## src/sao_pkg.sv

```systemverilog
package sao_pkg;

    localparam int CH_W         = 8;
    localparam int PIX_W        = 32;
    localparam int NUM_W        = 16;
    localparam int N_CH         = 3;
    localparam int CFG_IDX_W    = 2;
    localparam int CFG_DATA_W   = 8;
    localparam int FRONT_STAGES = 6;

    // x / 255 == (x * RECIP_255) >> RECIP_SHIFT for every x below 2^16
    localparam logic [16:0] RECIP_255   = 17'd32897;
    localparam int          RECIP_SHIFT = 23;

    localparam logic [CH_W-1:0] FULL = 8'hff;
    localparam logic [CH_W-1:0] HALF = 8'd127;

    typedef enum logic [CFG_IDX_W-1:0] {
        CFG_RED    = 2'd0,
        CFG_GREEN  = 2'd1,
        CFG_BLUE   = 2'd2,
        CFG_TRANSP = 2'd3
    } cfg_idx_t;

    typedef logic [CH_W-1:0]  chan_t;
    typedef logic [NUM_W-1:0] num_t;

    typedef struct packed {
        chan_t red;
        chan_t green;
        chan_t blue;
        chan_t transp;
    } cfg_t;

    // One word moving through the divider row; channel 0 blue, 1 green, 2 red.
    typedef struct packed {
        logic                 bypass;
        logic [PIX_W-1:0]     px;
        chan_t                oa;
        chan_t [N_CH-1:0]     q;
        num_t  [N_CH-1:0]     rem;
    } lane_t;

endpackage

```

## src/sao_if.sv

```systemverilog
interface sao_in_if;
    import sao_pkg::*;

    logic             valid;
    logic             ready;
    logic [PIX_W-1:0] dest_pixel;
    logic [CH_W-1:0]  coverage;

    modport source (output valid, output dest_pixel, output coverage, input ready);
    modport sink   (input valid, input dest_pixel, input coverage, output ready);
endinterface

interface sao_out_if;
    import sao_pkg::*;

    logic             valid;
    logic             ready;
    logic [PIX_W-1:0] out_pixel;

    modport source (output valid, output out_pixel, input ready);
    modport sink   (input valid, input out_pixel, output ready);
endinterface

```

## src/sao_front.sv

```systemverilog
module sao_front (
    input  logic                  clk,
    input  logic                  rst_n,
    input  sao_pkg::cfg_t         cfg,
    input  logic                  up_valid,
    output logic                  up_ready,
    input  logic [31:0]           up_pixel,
    input  logic [7:0]            up_coverage,
    output logic                  dn_valid,
    input  logic                  dn_ready,
    output sao_pkg::lane_t        dn_lane
);
    import sao_pkg::*;

    typedef struct packed {
        logic [PIX_W-1:0] px;
        num_t             prod;
        chan_t            sa;
        num_t             dwn;
        chan_t            dw;
        chan_t            oa;
        num_t [N_CH-1:0]  fs;
        num_t [N_CH-1:0]  bd;
        num_t [N_CH-1:0]  num;
    } front_t;

    function automatic chan_t div255(input num_t x);
        logic [32:0] p;
        p = {17'b0, x} * {16'b0, RECIP_255};
        return p[RECIP_SHIFT +: CH_W];
    endfunction

    front_t                  stg_reg  [FRONT_STAGES];
    front_t                  stg_next [FRONT_STAGES];
    logic [FRONT_STAGES-1:0] vld_reg;
    logic [FRONT_STAGES-1:0] vld_shift;
    logic [FRONT_STAGES:0]   en;
    chan_t [N_CH-1:0]        fg;

    assign fg[0] = cfg.blue;
    assign fg[1] = cfg.green;
    assign fg[2] = cfg.red;

    // valid flag each stage takes when it advances
    assign vld_shift = {vld_reg[FRONT_STAGES-2:0], up_valid};

    always_comb
    begin
        en[FRONT_STAGES] = dn_ready;
        for (int k = FRONT_STAGES - 1; k >= 0; k--)
        begin
            en[k] = !vld_reg[k] || en[k+1];
        end
    end

    assign up_ready = en[0];

    always_comb
    begin
        // source alpha numerator
        stg_next[0]      = '0;
        stg_next[0].px   = up_pixel;
        stg_next[0].prod = num_t'(FULL - cfg.transp) * num_t'(up_coverage) + num_t'(HALF);

        stg_next[1]    = stg_reg[0];
        stg_next[1].sa = div255(stg_reg[0].prod);

        // destination weight numerator
        stg_next[2]     = stg_reg[1];
        stg_next[2].dwn = num_t'(stg_reg[1].px[31:24]) * num_t'(FULL - stg_reg[1].sa)
                          + num_t'(HALF);

        stg_next[3]    = stg_reg[2];
        stg_next[3].dw = div255(stg_reg[2].dwn);

        stg_next[4]    = stg_reg[3];
        stg_next[4].oa = stg_reg[3].sa + stg_reg[3].dw;
        for (int c = 0; c < N_CH; c++)
        begin
            stg_next[4].fs[c] = num_t'(fg[c]) * num_t'(stg_reg[3].sa);
            stg_next[4].bd[c] = num_t'(stg_reg[3].px[c*CH_W +: CH_W]) * num_t'(stg_reg[3].dw);
        end

        // rounded mix numerator, fits 16 bits since it is at most 255 * oa + 127
        stg_next[5] = stg_reg[4];
        for (int c = 0; c < N_CH; c++)
        begin
            stg_next[5].num[c] = stg_reg[4].fs[c] + stg_reg[4].bd[c]
                                 + num_t'(stg_reg[4].oa >> 1);
        end
    end

    always_ff @(posedge clk or negedge rst_n)
    begin
        if (!rst_n)
        begin
            vld_reg <= '0;
        end
        else
        begin
            for (int k = 0; k < FRONT_STAGES; k++)
            begin
                if (en[k])
                begin
                    vld_reg[k] <= vld_shift[k];
                end
            end
        end
    end

    always_ff @(posedge clk)
    begin
        for (int k = 0; k < FRONT_STAGES; k++)
        begin
            if (en[k])
            begin
                stg_reg[k] <= stg_next[k];
            end
        end
    end

    assign dn_valid = vld_reg[FRONT_STAGES-1];

    always_comb
    begin
        dn_lane        = '0;
        dn_lane.bypass = (stg_reg[FRONT_STAGES-1].sa == '0);
        dn_lane.px     = stg_reg[FRONT_STAGES-1].px;
        dn_lane.oa     = stg_reg[FRONT_STAGES-1].oa;
        dn_lane.rem    = stg_reg[FRONT_STAGES-1].num;
    end

endmodule

```

## src/sao_div_cell.sv

```systemverilog
module sao_div_cell #(
    parameter int BIT = 7
) (
    input  logic            clk,
    input  logic            rst_n,
    input  logic            up_valid,
    output logic            up_ready,
    input  sao_pkg::lane_t  up_lane,
    output logic            dn_valid,
    input  logic            dn_ready,
    output sao_pkg::lane_t  dn_lane
);
    import sao_pkg::*;

    logic  vld_reg;
    lane_t lane_reg;
    lane_t lane_next;
    num_t  dsr;

    assign up_ready = !vld_reg || dn_ready;
    assign dsr      = num_t'(up_lane.oa) << BIT;

    // one restoring step per channel: subtract the shifted divisor if it fits
    always_comb
    begin
        lane_next = up_lane;
        for (int c = 0; c < N_CH; c++)
        begin
            if (up_lane.rem[c] >= dsr)
            begin
                lane_next.rem[c]    = up_lane.rem[c] - dsr;
                lane_next.q[c][BIT] = 1'b1;
            end
        end
    end

    always_ff @(posedge clk or negedge rst_n)
    begin
        if (!rst_n)
        begin
            vld_reg <= 1'b0;
        end
        else if (up_ready)
        begin
            vld_reg <= up_valid;
        end
    end

    always_ff @(posedge clk)
    begin
        if (up_ready)
        begin
            lane_reg <= lane_next;
        end
    end

    assign dn_valid = vld_reg;
    assign dn_lane  = lane_reg;

endmodule

```

## src/straight_alpha_over_blend.sv

```systemverilog
// Channel   Dir  Handshake       Word
// px_in     in   valid / ready   dest_pixel[31:0] (B,G,R,A bytes), coverage[7:0]
// px_out    out  valid / ready   out_pixel[31:0] (B,G,R,A bytes)
// cfg       in   cfg_we          cfg_index[1:0], cfg_wdata[7:0]
//
// One word per clock sustained while px_out is not stalled; the pipe is six front
// stages for the alpha terms and eight divider cells, one quotient bit per cell.
// rst_n clears every valid flag and loads the color registers (white, opaque).
// Each stage holds its word only while the stage after it is full and stalled,
// so bubbles collapse; px_in drops ready only when all fourteen stages hold a
// word and px_out is stalled.
module straight_alpha_over_blend (
    input  logic                                clk,
    input  logic                                rst_n,
    sao_in_if.sink                              px_in,
    sao_out_if.source                           px_out,
    input  logic                                cfg_we,
    input  logic [sao_pkg::CFG_IDX_W-1:0]       cfg_index,
    input  logic [sao_pkg::CFG_DATA_W-1:0]      cfg_wdata
);
    import sao_pkg::*;

    cfg_t  cfg_reg;

    // divider row links: link 0 is the front output, link CH_W the last cell
    lane_t           lane  [CH_W+1];
    logic [CH_W:0]   vld;
    logic [CH_W:0]   rdy;

    // color registers; the user must write them only while the pipe is empty, the block does not enforce this
    always_ff @(posedge clk or negedge rst_n)
    begin
        if (!rst_n)
        begin
            cfg_reg.red    <= FULL;
            cfg_reg.green  <= FULL;
            cfg_reg.blue   <= FULL;
            cfg_reg.transp <= '0;
        end
        else if (cfg_we)
        begin
            case (cfg_idx_t'(cfg_index))
                CFG_RED:    cfg_reg.red    <= cfg_wdata;
                CFG_GREEN:  cfg_reg.green  <= cfg_wdata;
                CFG_BLUE:   cfg_reg.blue   <= cfg_wdata;
                CFG_TRANSP: cfg_reg.transp <= cfg_wdata;
                default:    ;
            endcase
        end
    end

    // source alpha, destination weight, out alpha and the three mix numerators
    sao_front u_front (
        .clk         (clk),
        .rst_n       (rst_n),
        .cfg         (cfg_reg),
        .up_valid    (px_in.valid),
        .up_ready    (px_in.ready),
        .up_pixel    (px_in.dest_pixel),
        .up_coverage (px_in.coverage),
        .dn_valid    (vld[0]),
        .dn_ready    (rdy[0]),
        .dn_lane     (lane[0])
    );

    // row of divider cells, most significant quotient bit first
    for (genvar i = 0; i < CH_W; i++)
    begin : g_cell
        sao_div_cell #(
            .BIT (CH_W - 1 - i)
        ) u_cell (
            .clk      (clk),
            .rst_n    (rst_n),
            .up_valid (vld[i]),
            .up_ready (rdy[i]),
            .up_lane  (lane[i]),
            .dn_valid (vld[i+1]),
            .dn_ready (rdy[i+1]),
            .dn_lane  (lane[i+1])
        );
    end

    // last cell register is the output register
    assign rdy[CH_W]    = px_out.ready;
    assign px_out.valid = vld[CH_W];

    // zero source alpha passes the destination pixel untouched
    assign px_out.out_pixel = lane[CH_W].bypass
                              ? lane[CH_W].px
                              : {lane[CH_W].oa, lane[CH_W].q[2], lane[CH_W].q[1],
                                 lane[CH_W].q[0]};

endmodule

```

## src/flat_wrapper.sv

```systemverilog
// flat-port wrapper written by rule: the top's interface ports become plain ports
module straight_alpha_over_blend_flat import sao_pkg::*;
  (clk, rst_n, cfg_we, cfg_index, cfg_wdata, px_in_valid, px_in_dest_pixel, px_in_coverage, px_in_ready, px_out_valid, px_out_out_pixel, px_out_ready);
  sao_in_if px_in_i ();
  sao_out_if px_out_i ();
  input  logic clk;
  input  logic rst_n;
  input  logic cfg_we;
  input  logic [sao_pkg::CFG_IDX_W-1:0] cfg_index;
  input  logic [sao_pkg::CFG_DATA_W-1:0] cfg_wdata;
  input wire logic [$bits(px_in_i.valid)-1:0] px_in_valid;
  input wire logic [$bits(px_in_i.dest_pixel)-1:0] px_in_dest_pixel;
  input wire logic [$bits(px_in_i.coverage)-1:0] px_in_coverage;
  output wire logic [$bits(px_in_i.ready)-1:0] px_in_ready;
  output wire logic [$bits(px_out_i.valid)-1:0] px_out_valid;
  output wire logic [$bits(px_out_i.out_pixel)-1:0] px_out_out_pixel;
  input wire logic [$bits(px_out_i.ready)-1:0] px_out_ready;
  assign px_in_i.valid = px_in_valid;
  assign px_in_i.dest_pixel = px_in_dest_pixel;
  assign px_in_i.coverage = px_in_coverage;
  assign px_in_ready = px_in_i.ready;
  assign px_out_valid = px_out_i.valid;
  assign px_out_out_pixel = px_out_i.out_pixel;
  assign px_out_i.ready = px_out_ready;
  straight_alpha_over_blend u_core (.clk(clk), .rst_n(rst_n), .px_in(px_in_i), .px_out(px_out_i), .cfg_we(cfg_we), .cfg_index(cfg_index), .cfg_wdata(cfg_wdata));
endmodule
```

## config.mk

```make
export PLATFORM = sky130hd
export DESIGN_NAME = straight_alpha_over_blend_flat
export DESIGN_NICKNAME = d
export VERILOG_FILES = /design/src/sao_pkg.sv /design/src/sao_if.sv /design/src/sao_front.sv /design/src/sao_div_cell.sv /design/src/straight_alpha_over_blend.sv /design/src/flat_wrapper.sv
export SDC_FILE = /design/constraint.sdc
export NUM_CORES = 2
export LEC_CHECK = 0
export BUFFER_PORTS_ARGS = -buffer_cell sky130_fd_sc_hd__buf_2
export CORE_MARGIN = 8
export CORE_UTILIZATION = 45
export DETAILED_ROUTE_END_ITERATION = 12
export PLACE_DENSITY = 0.7
export SYNTH_ARGS = -nofsm -noshare
export SYNTH_HDL_FRONTEND = slang
export SYNTH_SLANG_ARGS = --single-unit
```

## constraint.sdc

```tcl
create_clock -name clk -period 48 [get_ports clk]
set_clock_uncertainty 0.05 [all_clocks]
set_input_delay 14.4 -clock clk [delete_from_list [all_inputs] [get_ports clk]]
set_output_delay 14.4 -clock clk [all_outputs]
set_load 0.005 [all_outputs]
```

==> After elaboration in Yosys (flattened, before gate mapping) <==
Memory sizes are Yosys's and may differ from the RTL's.
Cells that the tools add are included.
Widths: inputs -> output; s select.
{ "word_totals": {"reg_bits": 818, "mem_bits_rw": 1392, "mem_count": 1} }
{ "mem_list": {"columns": ["name", "words", "word_bits", "rd", "rd_ports_with_merged_regs", "write_ports", "line_no", "source"], "rows": [
  ["u_core.u_front.stg_reg", 6, 232, 6, 0, 6, "sao_front.sv:33", "front_t stg_reg [FRONT_STAGES];"]
]} }
{ "op_classes": {"addsub": 32, "n_mul": 10, "magnitude_cmp": 24, "n_eq_ne": 3, "muxes": 37, "reduce_logical": 34} }
{ "ops": {"columns": ["cell", "count"], "rows": [
  ["$mux 16", 21],
  ["$mul 8x8->16", 6],
  ["$mul 16x16->31 const B", 2],
  ["$add 16x16->16", 3],
  ["$add 16x7->16", 3],
  ["$ge 16x10->1", 3],
  ["$ge 16x11->1", 3],
  ["$ge 16x12->1", 3],
  ["$ge 16x13->1", 3],
  ["$ge 16x14->1", 3],
  ["$ge 16x15->1", 3],
  ["$ge 16x8->1", 3],
  ["$ge 16x9->1", 3],
  ["$sub 16x10->16", 3],
  ["$sub 16x11->16", 3],
  ["$sub 16x12->16", 3],
  ["$sub 16x13->16", 3],
  ["$sub 16x14->16", 3],
  ["$sub 16x15->16", 3],
  ["$sub 16x9->16", 3],
  ["$add 16x7->16 const B", 2],
  ["$mul 9x9->16", 2],
  ["$mux 32", 1],
  ["$sub 8x8->9 const A", 2],
  ["other kinds (9)", 53]
]} }

==> Logic depth before layout (Yosys ltp) <==
{ "logic_depth": {"ltp_word": 17, "depth_mapped": 18, "ltp_nobuf": 17} }

==> By module <==
A second synthesis with hierarchy kept.
{ "hier_totals": {"cells_unflattened": 6153, "hier_area_um2": 79814.0} }
{ "by_module_without_submodules": {"columns": ["module", "instances", "cells_per_inst", "area_each_um2", "seq_area_each_um2"], "rows": [
  ["sao_front", 1, 3147, 36552.6, 13122.6],
  ["sao_div_cell (u_core.g_cell[7].u_cell)", 1, 397, 5352.6, 3418.3],
  ["sao_div_cell (u_core.g_cell[5].u_cell)", 1, 389, 5342.6, 3418.3],
  ["sao_div_cell (u_core.g_cell[4].u_cell)", 1, 357, 5333.9, 3418.3],
  ["sao_div_cell (u_core.g_cell[6].u_cell)", 1, 396, 5315.1, 3418.3],
  ["sao_div_cell (u_core.g_cell[3].u_cell)", 1, 366, 5215.0, 3418.3],
  ["sao_div_cell (u_core.g_cell[2].u_cell)", 1, 351, 5089.9, 3418.3],
  ["sao_div_cell (u_core.g_cell[0].u_cell)", 1, 316, 5009.8, 3418.3],
  ["sao_div_cell (u_core.g_cell[1].u_cell)", 1, 330, 4981.0, 3418.3],
  ["straight_alpha_over_blend", 1, 104, 1621.6, 830.8]
]} }

==> Worst setup path after synthesis <==
OpenSTA, ideal clock, no wires.
{ "synth_timing": {"path_kind": "input port to output port", "startpoint": "input port px_out_ready", "endpoint": "output port px_in_ready", "arrival_ps": 22752, "slack_ps": 10798, "stages": 10, "cell_sequence": "nand2b_1 > nor2_1 > inv_1 > nor2_1 > and2_1 > inv_1 > nor2_1 > and2_1 > and3_1 > nand2_1"} }
{ "synth_between": {"elab_chain_len": 14} }
{ "synth_rtl": {"columns": ["element", "line_no", "source"], "rows": [
  ["from (decl)", "flat_wrapper.sv:17", "input wire logic [$bits(px_out_i.ready)-1:0] px_out_ready;"],
  ["$logic_or 1x1->1 (2 in series)", "sao_div_cell.sv:20", "assign up_ready = !vld_reg || dn_ready;"],
  ["named net u_core.g_cell[5].u_cell.dn_ready", "sao_div_cell.sv:10", "input logic dn_ready,"],
  ["$logic_or 1x1->1 (4 in series)", "sao_div_cell.sv:20", null],
  ["named net u_core.g_cell[1].u_cell.dn_ready", "sao_div_cell.sv:10", null],
  ["$logic_or 1x1->1 (2 in series)", "sao_div_cell.sv:20", null],
  ["$logic_or 1x1->1 (6 in series)", "sao_front.sv:52", "en[k] = !vld_reg[k] || en[k+1];"],
  ["to (decl)", "flat_wrapper.sv:14", "output wire logic [$bits(px_in_i.ready)-1:0] px_in_ready;"]
]} }
The timed path passes the listed nets, and every way through them passes these cells.

==> Final worst setup path <==
{ "layout_timing": {"startpoint": "input port px_out_ready", "endpoint": "output port px_in_ready"} }
{ "layout_between": {"elab_chain_len": 14} }
{ "layout_rtl": {"columns": ["element", "line_no"], "rows": [
  ["$logic_or 1x1->1", "sao_div_cell.sv:20"],
  ["named net u_core.g_cell[6].u_cell.dn_ready", "sao_div_cell.sv:10"],
  ["$logic_or 1x1->1", "sao_div_cell.sv:20"],
  ["named net u_core.g_cell[5].u_cell.dn_ready", "sao_div_cell.sv:10"],
  ["$logic_or 1x1->1 (4 in series)", "sao_div_cell.sv:20"],
  ["named net u_core.g_cell[1].u_cell.dn_ready", "sao_div_cell.sv:10"],
  ["$logic_or 1x1->1 (2 in series)", "sao_div_cell.sv:20"],
  ["$logic_or 1x1->1 (6 in series)", "sao_front.sv:52"]
]} }
The timed path passes the listed nets, and every way through them passes these cells.

==> results.cfg <==
[critical_path]
slowest_delay_ns = 0.68
start_kind = primary input
crit_type = in2out
required_ns = 33.55
cp_slowest_cell = nor2_1
arrival_ns = 18.77
cpMostUsedCell = nor2_1
cp_max_fo = 67
cp-end-kind = output pin
crit_path_cell_trace = buf_2, nand2b_4, nor2_1, inv_4, nor2_1, and2_1, inv_4, nor2_1, and2_1, and3_1, nand2_2, buf_4, buf_2

[clocking]
cts_buffer_depth = 3
cts.sinks = 1250
cts_made_buffers = 132
cts_hold_buf = 0
cts_setup_buffers = 0
htreeDepth = 4
post_cts_resized = 0
clk_pin_slew_worst_paths_ns = 0.06
cts_root_buf = clkbuf_16
cts_tree = yes
clock_latency_ns = 0.76

[run]
maxCapViolations = 0

[layout]
fill_cells = 13670
stdcell_area_mm2 = 0.07955
n_antenna_cell = 0
final_nets = 6919
drive_above_1_share_pct = 8.226
largest_reg_flops = 772
syn_to_final_growth_pct = 10.10

[route]
wl_mm = 140.0
drc_errors = 0
drt-pass1-iter-count = 5
route.antenna.remaining_nets = 0
via_count = 41490
via_per_inst = 5.183
drt-initial-drc-count = 2223
wire_per_inst_um = 17.49

[synth]
syn_nets = 6736
ys_seq_area_share_pct = 51.68
synth_area_mm2 = 0.07225
ys_seq_elements = 1250
synth_edf_count = 1204
synth.avg_cell_area_um2 = 12.82
yosysWarningCount = 0
syn_inst = 5634
ys_types = 82
synthArstFlopShare_pct = 3.680
synth-main-ff-cell = edfxtp_1

[floorplan]
start_util_pct = 45.15
std_cell_rows = 147
core_area_mm2 = 0.1600
io_pins = 89
die-area_mm2 = 0.1736
die_h_um = 416.7
die_w_um = 416.7

[global_route]
use_met3_pct = 2.402
grt_use_met1_pct = 19.43
antenna_found_initial = 0
grt_pass1_wl_mm = 226.0
grt_pass1_vias = 42860
grt.met2_usage_pct = 28.80
track_usage_pct = 16.12
grt.overflow.total = 0
busiest_layer = met2
grt_start_max_net_pins = 78

[placed_design]
place_hpwl_mm = 106.5
port_buffers = 88
placed_cell_area_mm2 = 0.07526
gp_congestion = 0.8778

[status]
status = finished clean

[sta]
max_slew_margin_pct = 17.73
slew_violations = 0
grt_setup_unrepaired = no
min_period_ns = 33.22
max_freq_mhz = 30.10
timing.final.crit_share_pct = 69.21
finalSetupTns_ns = 0
worst_pin_slew_ns = 1.231
hold_violations = 0
setup_violations = 0

[hold_path]
hold_path.class = reg2reg
[worst max-delay path, delay by kind of cell]
kind,cells,cell delay [ns]
simple gates,8,3.06
buf+inv,5,1.21
[cells in the final DEF, fill, tap and decap left out, drive strengths merged, types with 25 or more instances in the layout]
| master | n |
|---|---|
| a21o | 68 |
| nand2b | 102 |
| or4 | 25 |
| a21boi | 36 |
| nor4 | 38 |
| edfxtp | 1204 |
| inv | 636 |
| nand2 | 261 |
| clkinv | 49 |
| fa | 342 |
| ha | 705 |
| nor2b | 157 |
| nor2 | 266 |
| o21a | 52 |
| and2 | 323 |
| a21oi | 281 |
| nor3 | 60 |
| clkbuf | 165 |
| buf | 117 |
| o21ai | 199 |
| nand4 | 41 |
| xor2 | 83 |
| xnor2 | 209 |
| mux2 | 107 |
| nand3 | 42 |
[synthesized netlist by cell type (16+ instances only)]
library cell / number / area, um^2
a21boi_0: 35 / 262.8
o31ai_1: 24 / 180.2
a211oi_1: 22 / 165.2
mux2i_1: 24 / 240.2
clkbuf_1: 43 / 161.4
o211ai_1: 23 / 172.7
xnor2_1: 209 / 1831
or2_2: 16 / 100.1
a21oi_1: 277 / 1386
nand2_1: 261 / 979.7
or4_1: 23 / 172.7
nor2b_1: 157 / 982.2
mux2_2: 107 / 1205
and2_1: 323 / 2021
o21ai_0: 189 / 945.9
ha_1: 705 / 8821
nor2_1: 266 / 998.5
edfxtp_1: 1204 / 36150
nand2b_1: 102 / 638.1
xor2_1: 83 / 727.0
or3_1: 21 / 131.4
nand4_1: 41 / 256.5
nand3_1: 42 / 210.2
dfrtp_1: 22 / 550.5
fa_1: 342 / 6847
dfstp_2: 24 / 630.6
nor3_1: 59 / 295.3
a21o_1: 68 / 510.5
o21a_1: 52 / 390.4
inv_1: 627 / 2354
nor4_1: 36 / 225.2
[layer usage]
layer / part of all wire, % / wire [um] / up-vias
met3: 3.5 / 4927 / 297
met2: 50 / 69930 / 745
met1: 42 / 59210 / 20110
met5: 0 / 0 / -
met4: 4.3 / 5961 / 0
li1: - / - / 20340
[kinds of logic (layout without fill, tap and decap cells)]
group	Yosys count	count (layout)	synth area share, %
AOI/OAI and AO/OA	809	809	6.954
muxes	131	131	2.000
DFF	1250	1250	51.68
adders and majority gates	1047	1047	21.69
buffers and inverters	695	981	3.699
and+or+nand+nor	1410	1410	10.44
xor gates and xnor gates	292	292	3.540
[through the flow]
step / cells / setup slack [ns] / util, % / hold WS [ns]
6_report: 8006 / 14.78 / 49.71 / 0.3480
3_5_place_dp: 7769 / 14.70 / 47.03 / 0.3545
3_3_place_gp: 7769 / 14.83 / 47.03 / 0.3505
4_1_cts: 8006 / 14.67 / 49.71 / 0.3466
5_1_grt: 8006 / 14.36 / 49.71 / 0.3586
2_1_floorplan: 5634 / 10.80 / - / 0.3503
[cell type report]
type	instances	area (um^2)	area share [%]
Tap cell	2086	2610	3.281
Inverter	627	2366	2.974
Clock buffer	165	3501	4.401
Timing Repair Buffer	117	658.1	0.8274
Multi-Input combinational cell	3689	32290	40.59
Clock inverter	72	784.5	0.9862
Sequential cell	1250	37340	46.94
[worst paths after layout]
check	from	to	slack, ns	depth (start not counted)
max	px_out_ready	px_in_ready	14.78	13
min	u_core.u_front.stg_reg[5][221]	u_core.g_cell[0].u_cell.dn_lane[101]	0.35	0
max reg2reg	u_core.u_front.stg_reg[3][154]	u_core.u_front.stg_reg[4][95]	42.09	17
min reg2reg	u_core.u_front.stg_reg[5][221]	u_core.g_cell[0].u_cell.dn_lane[101]	0.35	0
max in group asynchronous	rst_n	u_core.u_front.vld_reg[4]	33.62	2
min in group asynchronous	rst_n	u_core.cfg_reg[2]	13.78	2
Power is not shown: default switching activity piles up to over one toggle a cycle in this logic, so the estimate is an artifact.
